`src/assert_macros.svh`:
```
// ----------------------------------------------------------------------------
// Assertion macros
// Shared wrappers for concurrent assertions on a clock with active-low reset.
// ----------------------------------------------------------------------------
`ifndef ASSERT_MACROS_SVH
`define ASSERT_MACROS_SVH

// Assertion on an explicit clock, disabled while the active-low reset is low.
`define ASSERT_CLK_RST(lbl, clk, rst_n, prop, msg) \
    lbl: assert property (@(posedge clk) disable iff (!rst_n) prop) \
        else $error(msg);

// Assertion on the block clock and reset.
`define ASSERT_TOP(lbl, prop, msg) `ASSERT_CLK_RST(lbl, i_clk, i_rst_n, prop, msg)

`endif

```
`src/tdss_pkg.sv`:
```
// ----------------------------------------------------------------------------
// tdss_pkg
// Types, codes and widths shared by the two door servo sequencer.
// ----------------------------------------------------------------------------
`timescale 1ns / 1ps

package tdss_pkg;

    // Width of the tick counters, which saturate at their all-ones value.
    localparam int TIMER_BITS = 16;
    localparam int CMP_W      = (TIMER_BITS > 16) ? TIMER_BITS : 16;

    typedef logic [TIMER_BITS-1:0] t_timer;
    typedef logic [CMP_W-1:0]      t_cmp;

    localparam t_timer TIMER_MAX = '1;

    // Configuration port geometry.
    localparam int ADDR_W = 5;
    localparam int DATA_W = 32;

    // Register indexes.
    localparam logic [2:0] REG_OPEN0    = 3'd0;
    localparam logic [2:0] REG_OPEN1    = 3'd1;
    localparam logic [2:0] REG_CLOSE0   = 3'd2;
    localparam logic [2:0] REG_CLOSE1   = 3'd3;
    localparam logic [2:0] REG_PRE_MODE = 3'd4;
    localparam logic [2:0] REG_POST_MODE = 3'd5;
    localparam logic [2:0] REG_DELAY    = 3'd6;
    localparam logic [2:0] REG_SETTLE   = 3'd7;

    // Item kinds.
    localparam logic [2:0] KIND_TICK       = 3'd0;
    localparam logic [2:0] KIND_START_OPEN = 3'd1;
    localparam logic [2:0] KIND_START_CLOSE = 3'd2;
    localparam logic [2:0] KIND_OPEN_NOW   = 3'd3;
    localparam logic [2:0] KIND_CLOSE_NOW  = 3'd4;
    localparam logic [2:0] KIND_SET_POS    = 3'd5;

    // Door modes; codes five to seven are stored as written.
    localparam logic [2:0] DM_NONE   = 3'd0;
    localparam logic [2:0] DM_SINGLE = 3'd1;
    localparam logic [2:0] DM_SYNC   = 3'd2;
    localparam logic [2:0] DM_DELAY  = 3'd3;
    localparam logic [2:0] DM_SEQ    = 3'd4;

    typedef enum logic [1:0] {
        SEQ_IDLE     = 2'd0,
        SEQ_OPENING  = 2'd1,
        SEQ_CLOSING  = 2'd2,
        SEQ_COMPLETE = 2'd3
    } t_seq;

    typedef enum logic [1:0] {
        DS_CLOSED  = 2'd0,
        DS_OPENING = 2'd1,
        DS_OPEN    = 2'd2,
        DS_CLOSING = 2'd3
    } t_doors;

    // Configuration registers as seen by the sequencer.
    typedef struct packed {
        logic [15:0] door0_open_pw;
        logic [15:0] door1_open_pw;
        logic [15:0] door0_shut_pw;
        logic [15:0] door1_shut_pw;
        logic [2:0]  pre_mode;
        logic [2:0]  post_mode;
        logic [15:0] lag_ticks;
        logic [15:0] settle_ms;
    } t_cfg;

    // One input beat.
    typedef struct packed {
        logic [2:0]  mode;
        logic        deploying;
        logic        door_index;
        logic [15:0] target_pw;
        logic        door0_ready;
        logic        door1_ready;
    } t_item;

    // One result beat.
    typedef struct packed {
        logic        door0_cmd_valid;
        logic [15:0] door0_cmd_us;
        logic        door1_cmd_valid;
        logic [15:0] door1_cmd_us;
        logic [1:0]  sequence_state;
        logic [1:0]  door_position_state;
    } t_result;

endpackage

```
`src/tdss_if.sv`:
```
// ----------------------------------------------------------------------------
// tdss_in_if / tdss_out_if
// Valid/ready channels for sequencer items and results.
// ----------------------------------------------------------------------------
`timescale 1ns / 1ps

interface tdss_in_if;
    logic        valid;
    logic        ready;
    logic [2:0]  mode;
    logic        deploying;
    logic        door_index;
    logic [15:0] target_pw;
    logic        door0_ready;
    logic        door1_ready;

    modport source (
        output valid, mode, deploying, door_index, target_pw, door0_ready, door1_ready,
        input  ready
    );
    modport sink (
        input  valid, mode, deploying, door_index, target_pw, door0_ready, door1_ready,
        output ready
    );
endinterface

interface tdss_out_if;
    logic        valid;
    logic        ready;
    logic        door0_cmd_valid;
    logic [15:0] door0_cmd_us;
    logic        door1_cmd_valid;
    logic [15:0] door1_cmd_us;
    logic [1:0]  sequence_state;
    logic [1:0]  door_position_state;

    modport source (
        output valid, door0_cmd_valid, door0_cmd_us, door1_cmd_valid, door1_cmd_us,
               sequence_state, door_position_state,
        input  ready
    );
    modport sink (
        input  valid, door0_cmd_valid, door0_cmd_us, door1_cmd_valid, door1_cmd_us,
               sequence_state, door_position_state,
        output ready
    );
endinterface

```
`src/two_door_servo_sequencer_top.sv`:
```
// ----------------------------------------------------------------------------
// two_door_servo_sequencer_top
// Sequences two door servos from tick, start, immediate and position beats.
// ----------------------------------------------------------------------------
//
//  Channel   Direction  Handshake           Carries
//  i_item    in         valid/ready         item kind, deploy flag, door, ready flags
//  o_result  out        valid/ready         door commands, sequence and door states
//  APB       in/out     psel/penable/pready register writes and reads
//
//  Each beat passes an input register and then a result register; one beat is taken
//  in every cycle while the result register is empty or being taken.
//  The sequencer state updates as a beat moves from the input register into
//  the result register. A stalled result holds both stages; an empty input
//  register still takes one beat, and then the input stalls as well. Reset is
//  synchronous; no clearing pass follows.
//
`timescale 1ns / 1ps
`include "assert_macros.svh"

module two_door_servo_sequencer_top (
    input  logic                          i_clk,
    input  logic                          i_rst_n,
    tdss_in_if.sink                       i_item,
    tdss_out_if.source                    o_result,
    input  logic                          psel,
    input  logic                          penable,
    input  logic                          pwrite,
    input  logic [tdss_pkg::ADDR_W-1:0]   paddr,
    input  logic [tdss_pkg::DATA_W-1:0]   pwdata,
    output logic [tdss_pkg::DATA_W-1:0]   prdata,
    output logic                          pready
);

    tdss_pkg::t_cfg    cfg;

    // Pipeline registers.
    logic              r_s1_valid;
    tdss_pkg::t_item   r_s1;
    logic              r_out_valid;
    tdss_pkg::t_result r_out;
    tdss_pkg::t_result n_out;
    logic              advance;

    // Sequencer state.
    tdss_pkg::t_seq    r_seq, n_seq;
    tdss_pkg::t_doors  r_doors, n_doors;
    logic [2:0]        r_act, n_act;
    logic              r_dir, n_dir;
    logic              r_second, n_second;
    tdss_pkg::t_timer  r_settle, n_settle;
    tdss_pkg::t_timer  r_phase, n_phase;

    // Step working signals.
    logic              cmd0_v, cmd1_v;
    logic [15:0]       cmd0_us, cmd1_us;
    logic [2:0]        start_mode;
    logic              closing;
    logic              rf, rs;
    logic              chk_en, chk_ready;
    logic              launch;
    tdss_pkg::t_timer  settle_inc, phase_inc;

    tdss_regs u_regs (
        .i_clk   (i_clk),
        .i_rst_n (i_rst_n),
        .psel    (psel),
        .penable (penable),
        .pwrite  (pwrite),
        .paddr   (paddr),
        .pwdata  (pwdata),
        .prdata  (prdata),
        .pready  (pready),
        .o_cfg   (cfg)
    );

    // Handshake: the result register frees when empty or taken.
    assign advance      = r_s1_valid && (!r_out_valid || o_result.ready);
    assign i_item.ready = !r_s1_valid || advance;

    assign settle_inc = (r_settle == tdss_pkg::TIMER_MAX) ? r_settle : r_settle + 1'b1;
    assign phase_inc  = (r_phase == tdss_pkg::TIMER_MAX) ? r_phase : r_phase + 1'b1;
    assign rf         = r_dir ? r_s1.door1_ready : r_s1.door0_ready;
    assign rs         = r_dir ? r_s1.door0_ready : r_s1.door1_ready;

    // One sequencer step for the beat in the input register.
    always_comb begin
        n_seq     = r_seq;
        n_doors   = r_doors;
        n_act     = r_act;
        n_dir     = r_dir;
        n_second  = r_second;
        n_settle  = r_settle;
        n_phase   = r_phase;
        cmd0_v    = 1'b0;
        cmd1_v    = 1'b0;
        cmd0_us   = '0;
        cmd1_us   = '0;
        chk_en    = 1'b0;
        chk_ready = 1'b0;
        launch    = 1'b0;
        closing   = (r_s1.mode == tdss_pkg::KIND_START_CLOSE)
                 || (r_s1.mode == tdss_pkg::KIND_CLOSE_NOW);
        // Opening reads pre mode while deploying, closing reads it otherwise.
        start_mode = (r_s1.deploying ^ closing) ? cfg.pre_mode : cfg.post_mode;

        case (r_s1.mode)
            tdss_pkg::KIND_TICK: begin
                n_settle = settle_inc;
                n_phase  = phase_inc;
                if (r_seq == tdss_pkg::SEQ_OPENING || r_seq == tdss_pkg::SEQ_CLOSING) begin
                    case (r_act)
                        tdss_pkg::DM_SINGLE: begin
                            chk_en    = 1'b1;
                            chk_ready = r_s1.door0_ready;
                        end
                        tdss_pkg::DM_SYNC: begin
                            chk_en    = 1'b1;
                            chk_ready = r_s1.door0_ready && r_s1.door1_ready;
                        end
                        tdss_pkg::DM_DELAY: begin
                            launch = !r_second
                                  && (tdss_pkg::t_cmp'(phase_inc)
                                      >= tdss_pkg::t_cmp'(cfg.lag_ticks));
                            chk_en    = 1'b1;
                            chk_ready = rf && (!(r_second || launch) || rs);
                        end
                        tdss_pkg::DM_SEQ: begin
                            if (!r_second) begin
                                launch = rf;
                            end else begin
                                chk_en    = 1'b1;
                                chk_ready = rs;
                            end
                        end
                        default: begin
                            n_seq   = tdss_pkg::SEQ_COMPLETE;
                            n_doors = r_dir ? tdss_pkg::DS_CLOSED : tdss_pkg::DS_OPEN;
                        end
                    endcase

                    // Start the second door: door 1 when opening, door 0 when closing.
                    if (launch) begin
                        n_second = 1'b1;
                        n_settle = '0;
                        if (r_dir) begin
                            cmd0_v  = 1'b1;
                            cmd0_us = cfg.door0_shut_pw;
                        end else begin
                            cmd1_v  = 1'b1;
                            cmd1_us = cfg.door1_open_pw;
                        end
                    end

                    // Settle timing: complete once ready long enough.
                    if (chk_en) begin
                        if (!chk_ready) begin
                            n_settle = '0;
                        end else if (tdss_pkg::t_cmp'(n_settle)
                                     >= tdss_pkg::t_cmp'(cfg.settle_ms)) begin
                            n_seq   = tdss_pkg::SEQ_COMPLETE;
                            n_doors = r_dir ? tdss_pkg::DS_CLOSED : tdss_pkg::DS_OPEN;
                        end
                    end
                end
            end
            tdss_pkg::KIND_START_OPEN, tdss_pkg::KIND_START_CLOSE: begin
                n_act = start_mode;
                if (start_mode == tdss_pkg::DM_NONE) begin
                    n_seq = tdss_pkg::SEQ_COMPLETE;
                end else begin
                    n_dir    = closing;
                    n_seq    = closing ? tdss_pkg::SEQ_CLOSING : tdss_pkg::SEQ_OPENING;
                    n_doors  = closing ? tdss_pkg::DS_CLOSING : tdss_pkg::DS_OPENING;
                    n_settle = '0;
                    n_phase  = '0;
                    n_second = 1'b0;
                    case (start_mode)
                        tdss_pkg::DM_SINGLE: begin
                            cmd0_v  = 1'b1;
                            cmd0_us = closing ? cfg.door0_shut_pw : cfg.door0_open_pw;
                        end
                        tdss_pkg::DM_SYNC: begin
                            cmd0_v  = 1'b1;
                            cmd0_us = closing ? cfg.door0_shut_pw : cfg.door0_open_pw;
                            cmd1_v  = 1'b1;
                            cmd1_us = closing ? cfg.door1_shut_pw : cfg.door1_open_pw;
                        end
                        tdss_pkg::DM_DELAY, tdss_pkg::DM_SEQ: begin
                            if (closing) begin
                                cmd1_v  = 1'b1;
                                cmd1_us = cfg.door1_shut_pw;
                            end else begin
                                cmd0_v  = 1'b1;
                                cmd0_us = cfg.door0_open_pw;
                            end
                        end
                        default: begin
                        end
                    endcase
                end
            end
            tdss_pkg::KIND_OPEN_NOW, tdss_pkg::KIND_CLOSE_NOW: begin
                if (cfg.pre_mode != tdss_pkg::DM_NONE) begin
                    cmd0_v  = 1'b1;
                    cmd0_us = closing ? cfg.door0_shut_pw : cfg.door0_open_pw;
                    if (cfg.pre_mode >= tdss_pkg::DM_SYNC) begin
                        cmd1_v  = 1'b1;
                        cmd1_us = closing ? cfg.door1_shut_pw : cfg.door1_open_pw;
                    end
                    n_doors = closing ? tdss_pkg::DS_CLOSED : tdss_pkg::DS_OPEN;
                end
            end
            tdss_pkg::KIND_SET_POS: begin
                if (r_s1.door_index) begin
                    cmd1_v  = 1'b1;
                    cmd1_us = r_s1.target_pw;
                end else begin
                    cmd0_v  = 1'b1;
                    cmd0_us = r_s1.target_pw;
                end
            end
            default: begin
            end
        endcase

        n_out.door0_cmd_valid     = cmd0_v;
        n_out.door0_cmd_us        = cmd0_us;
        n_out.door1_cmd_valid     = cmd1_v;
        n_out.door1_cmd_us        = cmd1_us;
        n_out.sequence_state      = n_seq;
        n_out.door_position_state = n_doors;
    end

    // Control and state registers.
    always_ff @(posedge i_clk) begin
        if (!i_rst_n) begin
            r_s1_valid  <= 1'b0;
            r_out_valid <= 1'b0;
            r_seq       <= tdss_pkg::SEQ_IDLE;
            r_doors     <= tdss_pkg::DS_CLOSED;
            r_act       <= tdss_pkg::DM_NONE;
            r_dir       <= 1'b0;
            r_second    <= 1'b0;
            r_settle    <= '0;
            r_phase     <= '0;
        end else begin
            if (i_item.ready) begin
                r_s1_valid <= i_item.valid;
            end
            if (advance) begin
                r_out_valid <= 1'b1;
                r_seq       <= n_seq;
                r_doors     <= n_doors;
                r_act       <= n_act;
                r_dir       <= n_dir;
                r_second    <= n_second;
                r_settle    <= n_settle;
                r_phase     <= n_phase;
            end else if (o_result.ready) begin
                r_out_valid <= 1'b0;
            end
        end
    end

    // Payload registers.
    always_ff @(posedge i_clk) begin
        if (i_item.ready && i_item.valid) begin
            r_s1.mode        <= i_item.mode;
            r_s1.deploying   <= i_item.deploying;
            r_s1.door_index  <= i_item.door_index;
            r_s1.target_pw   <= i_item.target_pw;
            r_s1.door0_ready <= i_item.door0_ready;
            r_s1.door1_ready <= i_item.door1_ready;
        end
        if (advance) begin
            r_out <= n_out;
        end
    end

    assign o_result.valid               = r_out_valid;
    assign o_result.door0_cmd_valid     = r_out.door0_cmd_valid;
    assign o_result.door0_cmd_us        = r_out.door0_cmd_us;
    assign o_result.door1_cmd_valid     = r_out.door1_cmd_valid;
    assign o_result.door1_cmd_us        = r_out.door1_cmd_us;
    assign o_result.sequence_state      = r_out.sequence_state;
    assign o_result.door_position_state = r_out.door_position_state;

    // A running sequence always has a door mode other than none behind it.
    `ASSERT_TOP(a_run_has_mode, (r_seq == tdss_pkg::SEQ_OPENING || r_seq == tdss_pkg::SEQ_CLOSING) |-> (r_act != tdss_pkg::DM_NONE), "sequence running with door mode none")

    // A stalled result freezes the sequencer state.
    `ASSERT_TOP(a_stall_holds_state, (r_out_valid && !o_result.ready) |=> $stable(r_seq) && $stable(r_settle) && $stable(r_phase), "sequencer state moved during a stall")

    // An idle command slot carries a zero pulse width.
    `ASSERT_TOP(a_idle_slot_zero, r_out_valid |-> (r_out.door0_cmd_valid || r_out.door0_cmd_us == 16'd0) && (r_out.door1_cmd_valid || r_out.door1_cmd_us == 16'd0), "idle command slot with nonzero width")

endmodule

```
`src/tdss_regs.sv`:
```
// ----------------------------------------------------------------------------
// tdss_regs
// APB register file holding door pulse widths, door modes and timing.
// ----------------------------------------------------------------------------
`timescale 1ns / 1ps

module tdss_regs (
    input  logic                          i_clk,
    input  logic                          i_rst_n,
    input  logic                          psel,
    input  logic                          penable,
    input  logic                          pwrite,
    input  logic [tdss_pkg::ADDR_W-1:0]   paddr,
    input  logic [tdss_pkg::DATA_W-1:0]   pwdata,
    output logic [tdss_pkg::DATA_W-1:0]   prdata,
    output logic                          pready,
    output tdss_pkg::t_cfg                o_cfg
);

    tdss_pkg::t_cfg r_cfg;
    logic [2:0]     reg_idx;
    logic           wr_en;

    assign reg_idx = paddr[4:2];
    assign wr_en   = psel && penable && pwrite;
    assign pready  = 1'b1;
    assign o_cfg   = r_cfg;

    // Register writes in the access phase.
    always_ff @(posedge i_clk) begin
        if (!i_rst_n) begin
            r_cfg.door0_open_pw <= 16'd2000;
            r_cfg.door1_open_pw <= 16'd2000;
            r_cfg.door0_shut_pw <= 16'd1000;
            r_cfg.door1_shut_pw <= 16'd1000;
            r_cfg.pre_mode      <= tdss_pkg::DM_NONE;
            r_cfg.post_mode     <= tdss_pkg::DM_NONE;
            r_cfg.lag_ticks     <= 16'd500;
            r_cfg.settle_ms     <= 16'd200;
        end else if (wr_en) begin
            case (reg_idx)
                tdss_pkg::REG_OPEN0:     r_cfg.door0_open_pw <= pwdata[15:0];
                tdss_pkg::REG_OPEN1:     r_cfg.door1_open_pw <= pwdata[15:0];
                tdss_pkg::REG_CLOSE0:    r_cfg.door0_shut_pw <= pwdata[15:0];
                tdss_pkg::REG_CLOSE1:    r_cfg.door1_shut_pw <= pwdata[15:0];
                tdss_pkg::REG_PRE_MODE:  r_cfg.pre_mode      <= pwdata[2:0];
                tdss_pkg::REG_POST_MODE: r_cfg.post_mode     <= pwdata[2:0];
                tdss_pkg::REG_DELAY:     r_cfg.lag_ticks     <= pwdata[15:0];
                tdss_pkg::REG_SETTLE:    r_cfg.settle_ms     <= pwdata[15:0];
                default: begin
                end
            endcase
        end
    end

    // Read mux.
    always_comb begin
        case (reg_idx)
            tdss_pkg::REG_OPEN0:     prdata = {16'd0, r_cfg.door0_open_pw};
            tdss_pkg::REG_OPEN1:     prdata = {16'd0, r_cfg.door1_open_pw};
            tdss_pkg::REG_CLOSE0:    prdata = {16'd0, r_cfg.door0_shut_pw};
            tdss_pkg::REG_CLOSE1:    prdata = {16'd0, r_cfg.door1_shut_pw};
            tdss_pkg::REG_PRE_MODE:  prdata = {29'd0, r_cfg.pre_mode};
            tdss_pkg::REG_POST_MODE: prdata = {29'd0, r_cfg.post_mode};
            tdss_pkg::REG_DELAY:     prdata = {16'd0, r_cfg.lag_ticks};
            tdss_pkg::REG_SETTLE:    prdata = {16'd0, r_cfg.settle_ms};
            default:                 prdata = '0;
        endcase
    end

endmodule
```
`src/flat_wrapper.sv`:
```
// flat-port wrapper written by rule: the top's interface ports become plain ports
module two_door_servo_sequencer_top_flat 
  (i_clk, i_rst_n, psel, penable, pwrite, paddr, pwdata, prdata, pready, i_item_valid, i_item_mode, i_item_deploying, i_item_door_index, i_item_target_pw, i_item_door0_ready, i_item_door1_ready, i_item_ready, o_result_valid, o_result_door0_cmd_valid, o_result_door0_cmd_us, o_result_door1_cmd_valid, o_result_door1_cmd_us, o_result_sequence_state, o_result_door_position_state, o_result_ready);
  tdss_in_if i_item_i ();
  tdss_out_if o_result_i ();
  input  logic i_clk;
  input  logic i_rst_n;
  input  logic psel;
  input  logic penable;
  input  logic pwrite;
  input  logic [tdss_pkg::ADDR_W-1:0] paddr;
  input  logic [tdss_pkg::DATA_W-1:0] pwdata;
  output logic [tdss_pkg::DATA_W-1:0] prdata;
  output logic pready;
  input wire logic [$bits(i_item_i.valid)-1:0] i_item_valid;
  input wire logic [$bits(i_item_i.mode)-1:0] i_item_mode;
  input wire logic [$bits(i_item_i.deploying)-1:0] i_item_deploying;
  input wire logic [$bits(i_item_i.door_index)-1:0] i_item_door_index;
  input wire logic [$bits(i_item_i.target_pw)-1:0] i_item_target_pw;
  input wire logic [$bits(i_item_i.door0_ready)-1:0] i_item_door0_ready;
  input wire logic [$bits(i_item_i.door1_ready)-1:0] i_item_door1_ready;
  output wire logic [$bits(i_item_i.ready)-1:0] i_item_ready;
  output wire logic [$bits(o_result_i.valid)-1:0] o_result_valid;
  output wire logic [$bits(o_result_i.door0_cmd_valid)-1:0] o_result_door0_cmd_valid;
  output wire logic [$bits(o_result_i.door0_cmd_us)-1:0] o_result_door0_cmd_us;
  output wire logic [$bits(o_result_i.door1_cmd_valid)-1:0] o_result_door1_cmd_valid;
  output wire logic [$bits(o_result_i.door1_cmd_us)-1:0] o_result_door1_cmd_us;
  output wire logic [$bits(o_result_i.sequence_state)-1:0] o_result_sequence_state;
  output wire logic [$bits(o_result_i.door_position_state)-1:0] o_result_door_position_state;
  input wire logic [$bits(o_result_i.ready)-1:0] o_result_ready;
  assign i_item_i.valid = i_item_valid;
  assign i_item_i.mode = i_item_mode;
  assign i_item_i.deploying = i_item_deploying;
  assign i_item_i.door_index = i_item_door_index;
  assign i_item_i.target_pw = i_item_target_pw;
  assign i_item_i.door0_ready = i_item_door0_ready;
  assign i_item_i.door1_ready = i_item_door1_ready;
  assign i_item_ready = i_item_i.ready;
  assign o_result_valid = o_result_i.valid;
  assign o_result_door0_cmd_valid = o_result_i.door0_cmd_valid;
  assign o_result_door0_cmd_us = o_result_i.door0_cmd_us;
  assign o_result_door1_cmd_valid = o_result_i.door1_cmd_valid;
  assign o_result_door1_cmd_us = o_result_i.door1_cmd_us;
  assign o_result_sequence_state = o_result_i.sequence_state;
  assign o_result_door_position_state = o_result_i.door_position_state;
  assign o_result_i.ready = o_result_ready;
  two_door_servo_sequencer_top u_core (.i_clk(i_clk), .i_rst_n(i_rst_n), .i_item(i_item_i), .o_result(o_result_i), .psel(psel), .penable(penable), .pwrite(pwrite), .paddr(paddr), .pwdata(pwdata), .prdata(prdata), .pready(pready));
endmodule
```
`config.mk`:
```
export PLATFORM = sky130hd
export DESIGN_NAME = two_door_servo_sequencer_top_flat
export DESIGN_NICKNAME = d
export VERILOG_FILES = /design/src/tdss_pkg.sv /design/src/tdss_if.sv /design/src/two_door_servo_sequencer_top.sv /design/src/tdss_regs.sv /design/src/flat_wrapper.sv
export VERILOG_INCLUDE_DIRS = /design/src /design/src/src
export SDC_FILE = /design/constraint.sdc
export NUM_CORES = 1
export LEC_CHECK = 0
export BUFFER_PORTS_ARGS = -buffer_cell sky130_fd_sc_hd__buf_2
export CORE_AREA = 2 2 124 216
export CTS_BUF_LIST = sky130_fd_sc_hd__clkbuf_4
export DETAILED_ROUTE_END_ITERATION = 12
export DIE_AREA = 0 0 126 218
export SYNTH_ARGS = -nofsm -noshare
export SYNTH_HDL_FRONTEND = slang
export SYNTH_SLANG_ARGS = --single-unit
```
`constraint.sdc`:
```
create_clock -name i_clk -period 10.9 [get_ports i_clk]
set_input_delay 1.09 -clock i_clk [delete_from_list [all_inputs] [get_ports i_clk]]
set_output_delay 1.09 -clock i_clk [all_outputs]
set_load 0.02 [all_outputs]
```
## After elaboration in Yosys (flattened, before gate mapping)

Index checks and enable logic that the tools add are counted.

- Bits in registers: 206
- Output and inout port bits: 73
- Logic and storage cells: 196
- Bits of input ports: 67

- Add/subtract/negate cells: 2
- Muxes and demuxes: 92
- Equal/unequal tests: 27
- Order comparisons: 3
- Bitwise gates (word level): 2
- Reduce and logical (&&, ||, !) cells: 41

Operators by type and width:

| cell | count |
|---|---|
| 2-to-1 mux 16 bit | 26 |
| case mux 32 bit (8 select lines) | 1 |
| case mux 16 bit (2 select lines) | 4 |
| case mux 16 bit (4 select lines) | 2 |
| 2-to-1 mux 2 bit | 17 |
| adder 16 x 1 -> 16 bit (second input constant) | 2 |
| equality test 16 bit (second input constant) | 2 |
| >= comparator 16 bit | 2 |
| 2-to-1 mux 1 bit | 31 |
| equality test 3 x 2 -> 1 bit (second input constant) | 8 |
| equality test 3 bit (second input constant) | 8 |
| AND reduction 2 bit | 9 |
| equality test 3 x 1 -> 1 bit (second input constant) | 4 |
| case mux 1 bit (4 select lines) | 3 |
| case mux 1 bit (2 select lines) | 5 |
| zero test 3 bit | 3 |
| OR reduction 2 bit | 4 |
| logical AND 1 bit | 7 |
| logical OR 1 bit | 6 |
| case mux 2 bit (3 select lines) | 1 |
| AND reduction 3 bit | 2 |
| AND reduction 5 bit | 1 |
| zero test 1 bit | 4 |
| != test 2 x 1 -> 1 bit (second input constant) | 2 |
| 12 further kinds | 13 |

## Longest topological paths before layout

- Depth after elaboration: 16
- Gate-level depth with buffers: 23
- Gate-level depth less buffers: 20

## Modules after synthesis

From an unflattened synthesis, not the netlist that was laid out.

- Cells, all modules: 1,304
- Area, all modules: 11,273.3 µm²

By module, submodules not included:

| module | seq. area each (µm²) | cells an instance | instances | area an instance (µm²) |
|---|---|---|---|---|
| two_door_servo_sequencer_top | 2,692.6 | 687 | 1 | 6,437.4 |
| tdss_regs | 2,042.0 | 617 | 1 | 4,835.9 |

## Worst setup path after synthesis

No wires, ideal clock.

- Kind: register to register
- Start point: register u_core.r_phase[4]
- End point: register u_core.r_out, in the netlist u_core.o_result.sequence_state[1] (data pin)
- Library setup time: 0.264 ns
- Arrival: 5.017 ns
- Buffers on the path: 3
- Cell stages (with the launch flop): 23
- Period minus slack after synthesis: 5.281 ns
- Required time: 10.636 ns
- Slack: 5.619 ns
- Path through: dfxtp_1 > buf_2 > and4_1 > nand4_4 > nor3_2 > nand3_1 > mux2_2 > ha_1 > nand4_2 > or3_4 > a2111oi_2 > o31a_1 > buf_6 > clkbuf_1 > nor2_1 > ha_1 > o211ai_1 > a21oi_1 > o41a_1 > o21ai_0 > a32oi_2 > a2111oi_4 > nor2b_1

- Longest elaborated chain between the ends: 16
- Elaborated cells between the ends (all ways): 24
- Classes of those cells: add/sub: 1; order compare: 2; eq/ne: 1; mux: 15; reduce/logical: 5

RTL lines:

| item | line | source |
|---|---|---|
| start, declared | two_door_servo_sequencer_top.sv:52 | `tdss_pkg::t_timer r_phase, n_phase;` |
| start signal, assigned | two_door_servo_sequencer_top.sv:259 | `r_phase <= n_phase;` |
| adder 16 x 1 -> 16 bit / equality test 16 bit (equally long branches) | two_door_servo_sequencer_top.sv:82 | `assign phase_inc = (r_phase == tdss_pkg::TIMER_MAX) ? r_phase : r_phase + 1'b1;` |
| 2-to-1 mux 16 bit * | two_door_servo_sequencer_top.sv:82 |  |
| >= comparator 16 bit * | two_door_servo_sequencer_top.sv:124 | `>= tdss_pkg::t_cmp'(cfg.lag_ticks));` |
| logical AND 1 bit * | two_door_servo_sequencer_top.sv:123 | `&& (tdss_pkg::t_cmp'(phase_inc)` |
| case mux 1 bit (2 select lines) | two_door_servo_sequencer_top.sv:112 | `case (r_act)` |
| 2-to-1 mux 1 bit | two_door_servo_sequencer_top.sv:111 | `if (r_seq == tdss_pkg::SEQ_OPENING \|\| r_seq == tdss_pkg::SEQ_CLOSING) begin` |
| 2-to-1 mux 1 bit | two_door_servo_sequencer_top.sv:107 | `case (r_s1.mode)` |
| 2-to-1 mux 16 bit | two_door_servo_sequencer_top.sv:143 | `if (launch) begin` |
| 2-to-1 mux 16 bit | two_door_servo_sequencer_top.sv:111 |  |
| 2-to-1 mux 16 bit | two_door_servo_sequencer_top.sv:107 |  |
| >= comparator 16 bit | two_door_servo_sequencer_top.sv:160 | `>= tdss_pkg::t_cmp'(cfg.settle_ms)) begin` |
| 2-to-1 mux 2 bit | two_door_servo_sequencer_top.sv:159 | `end else if (tdss_pkg::t_cmp'(n_settle)` |
| 2-to-1 mux 2 bit * | two_door_servo_sequencer_top.sv:157 | `if (!chk_ready) begin` |
| 2-to-1 mux 2 bit * | two_door_servo_sequencer_top.sv:156 | `if (chk_en) begin` |
| 2-to-1 mux 2 bit * | two_door_servo_sequencer_top.sv:111 |  |
| case mux 2 bit (2 select lines) * | two_door_servo_sequencer_top.sv:107 |  |
| net u_core.n_seq[1] | two_door_servo_sequencer_top.sv:46 | `tdss_pkg::t_seq r_seq, n_seq;` |
| end signal, assigned | two_door_servo_sequencer_top.sv:277 | `r_out <= n_out;` |
| end, declared | two_door_servo_sequencer_top.sv:41 | `tdss_pkg::t_result r_out;` |

The timed path passes the listed nets; every way through them passes the cells marked *. The select of a mux whose other input is x is not followed.
A chain may end at the register's enable or synchronous reset.

## Worst setup path in the final report

Ends and elaborated chain as after synthesis.

==> impl_results.md <==
* CP endpoint: u_core.o_result.sequence_state[1]
* P per Cell Area at 127.9 nW/µm²
* Final instance count without filler cells at 1,743
* FF-to-FF End: u_core.o_result.sequence_state[1]
* PostCTS Resize Cnt at 0
* Placed insts at 1,650
* Final slew viol count at 0
* Largest net degree at the start of global routing at 99
* First-pass GRT wire length at 52,580 µm
* Row count at 78
* Yosys warning count at 0
* Max-Cap Viols at 0
* Routed Antenna Nets at 0
* Max stage delay on crit path at 820 ps
* RSZ-0062 raised after global routing: false
* Final Util at 49.27%
* Ranking of synthesized cells by area: dfxtp_1, edfxtp_1, nand2_1
* CTS tree: yes
* Worst Reg2Reg Path Length in Cells at 19
* Drt drc at 0
* Crit end category: register
* Htree depth at 2
* Period utilization at 59.72%
* Crit path buf inv count at 0
* Max Freq at 153.6 MHz
* Share of the synthesized area in the top cell type at 25.43%
* Synth Flop Type: dfxtp_1
* HPWL Detailed at 23,110 µm
* Core area at 25,760 µm²
* Slew margin rel. at 18.01%
* GRT Util Overall at 24.07%
* Routability cong. at 0.8433
* Sequential fraction of the synthesis area at 41.48%
* CTS Sinks at 206
* Worst slew pin tran at 1229 ps
* Critical path peak fanout at 20
* Worst r2r src: u_core.r_phase[4]
* Initial Utilization at 44.30%
* Most frequent cell after synthesis: nand2_1
* Initial antenna violation count at 1
* Status: finished, final reports clean
* Reg area at 4735 µm²
* Die height at 218 µm
* Avg Cell Area, Syn at 8.827 µm²
* Clock latency on the worst-skew pair at 710 ps
* Multi-input logic area at 6053 µm²
* Setup TNS at 0 ps
* R2R Setup Slk at 4390 ps
* First drt pass iteration count at 5
* Critical Path AT at 6950 ps
* Synth top cells by count: nand2_1, dfxtp_1, a21boi_0
* CTS clk-pin slew, worst paths at 70 ps
* Pleak at 5.023 nW
* Layout cells sized above 1 at 18.44%
* Cells after synthesis at 1,293
* Peak supply drop at 102.9 µV
* Port bufs at 104
* Root buffer cell: clkbuf_4
* Via density at 5.716
* Tmin final at 6509 ps
* Global route overflow at 0
* Synth area leader: dfxtp_1
* Initial drt markers at 702
* Critical path launch point: u_core.r_phase[4]
* CP top delay family: compound AO/OA/AOI/OAI gates
* Layout fillers at 2,530
* Worst-path cell chain: and4_1 -> nand4_4 -> nor4_4 -> nor2_1 -> nand2_1 -> xnor2_1 -> ha_1 -> nand2_1 -> or3_4 -> a2111oi_2 -> o31a_1 -> o21ba_2 -> ha_1 -> a22o_1 -> o41a_1 -> o21ai_0 -> a32oi_2 -> a2111oi_4 -> nor2b_1
* Vias in the first global route at 9,660
* Skew final at 42.87 ps
* Detailed-route wire length at 33,300 µm
* P&R area growth vs syn at 11.21%
* Worst hold path type: reg2reg
* Vias at 9,963
* Hold_buf cts at 0
* Finish-stage setup viols at 0
* Routed length per instance at 19.10 µm
* Fin. Hold Viols at 0
* Mapped Area at 11,410 µm²
* PnR Total Power at 1.624 mW
* Crit. path cell count at 19
* Nets at 1,482
* Worst path required time at 11,340 ps
* Yosys reg bits at 206
* Crit Path Category: reg2reg
* Critical path's slowest cell: o31a_1
* Distinct cells, synth at 87
* Die Wd at 126 µm
* Clock Path Buffers at 3
* Hold_ws at 464.4 ps
* CTS buffer count at 49
* CP Launch Type: register
* Number of synthesized flops with an enable pin at 61
* Post-CTS Setup Bufs at 0
* Async S/R FF share, synth at 0%
* Full die area at 27,470 µm²
* # IOs at 140
==> flip-flops by register name, indices dropped and copies added (netlist names) <==
register	count
u_core.u_regs.o_cfg	102
u_core.r_s1	23
u_core.o_result.door0_cmd_us	16
u_core.o_result.door1_cmd_us	16
u_core.r_phase	16
u_core.r_settle	16
u_core.r_act	3
u_core.o_result.door_position_state	2
u_core.o_result.sequence_state	2
u_core.r_doors	2
u_core.r_seq	2
u_core.o_result.door0_cmd_valid	1
u_core.o_result.door1_cmd_valid	1
u_core.o_result.valid	1
u_core.r_dir	1
u_core.r_s1_valid	1
u_core.r_second	1
==> stage by stage <==
| stage | worst slack (ps) | instance area, µm² |
|---|---|---|
| after detailed placement | 4420 | 12050 |
| after CTS | 4410 | 12690 |
| after global routing | 3976 | 12690 |
| final | 4391 | 12690 |
| after global placement | 4460 | 12050 |
| after floorplan | 5619 | 11470 |
==> cell type report <==
cell class,instances,share of cell area [%]
multi-input combinational,944,47.69
clock buffer,77,4.554
sequential,206,37.30
tap,320,3.154
antenna,2,0.03943
inverter,61,1.804
timing repair buffer,119,5.007
clock inverter,14,0.4534
==> worst min-delay path by stage <==
| stage | from | end | slack [ps] | cells after the start |
|---|---|---|---|---|
| global placement | u_core.u_regs.o_cfg[2] | u_core.u_regs.o_cfg[2] | 450 | 2 |
| detailed placement | u_core.u_regs.o_cfg[2] | u_core.u_regs.o_cfg[2] | 460 | 2 |
| finish | u_core.u_regs.o_cfg[2] | u_core.u_regs.o_cfg[2] | 460 | 2 |
| global route | u_core.u_regs.o_cfg[68] | u_core.u_regs.o_cfg[68] | 500 | 2 |
| CTS | u_core.u_regs.o_cfg[2] | u_core.u_regs.o_cfg[2] | 470 | 2 |
| floorplan | u_core.u_regs.o_cfg[29] | u_core.u_regs.o_cfg[29] | 440 | 2 |
==> metal layers <==
| layer | vias to the layer above | GRT usage [%] | share of wire [%] |
|---|---|---|---|
| met3 | 83 | 3.852 | 4.8 |
| met5 | - | 0 | 0 |
| met4 | 0 | 10.07 | 3.3 |
| met1 | 4759 | 26.97 | 39 |
| met2 | 322 | 44.70 | 53 |
| li1 | 4799 | - | - |
==> cells by family after synthesis <==
group	synth area share, %
compound gates	23.32
xor+xnor	2.203
fa+ha+maj	3.727
buf+inv	6.183
flops	41.48
mux	3.486
other cells	0.06580
simple gates	19.54
==> power breakdown <==
part | internal [mW] | switching [mW] | leakage [nW]
clock network | 0.322 | 0.324 | 0.382
logic | 0.0535 | 0.105 | 2.89
registers | 0.808 | 0.0115 | 1.75
total | 1.18 | 0.441 | 5.02
==> cell usage in the layout, fill, tap and decap left out, types with 16 or more instances in the layout <==
cell type | synthesis | routed
nand2_1 | 254 | 254
dfxtp_1 | 145 | 145
buf_2 | 10 | 103
clkbuf_4 | 0 | 77
a21boi_0 | 69 | 69
o21ai_0 | 67 | 67
edfxtp_1 | 61 | 61
inv_1 | 59 | 59
nor2_1 | 53 | 50
a21oi_1 | 49 | 49
nand3_1 | 36 | 36
ha_1 | 34 | 34
o211ai_1 | 32 | 32
a22oi_1 | 29 | 29
a22o_1 | 24 | 24
nor2b_1 | 20 | 20
xnor2_1 | 19 | 19
a21o_1 | 19 | 19
conb_1 | 2 | 17
a31oi_1 | 16 | 16
buf_4 | 18 | 16
==> worst reg2reg max path, delay by kind of cell, from the launching register on <==
family	cells	cell delay, ps
DFF	1	490
xor gates and xnor gates	1	80
adders and majority gates	2	610
AOI/OAI and AO/OA	8	3090
and+or+nand+nor	8	2000
No activity file was read; power rests on OpenSTA's default activity.
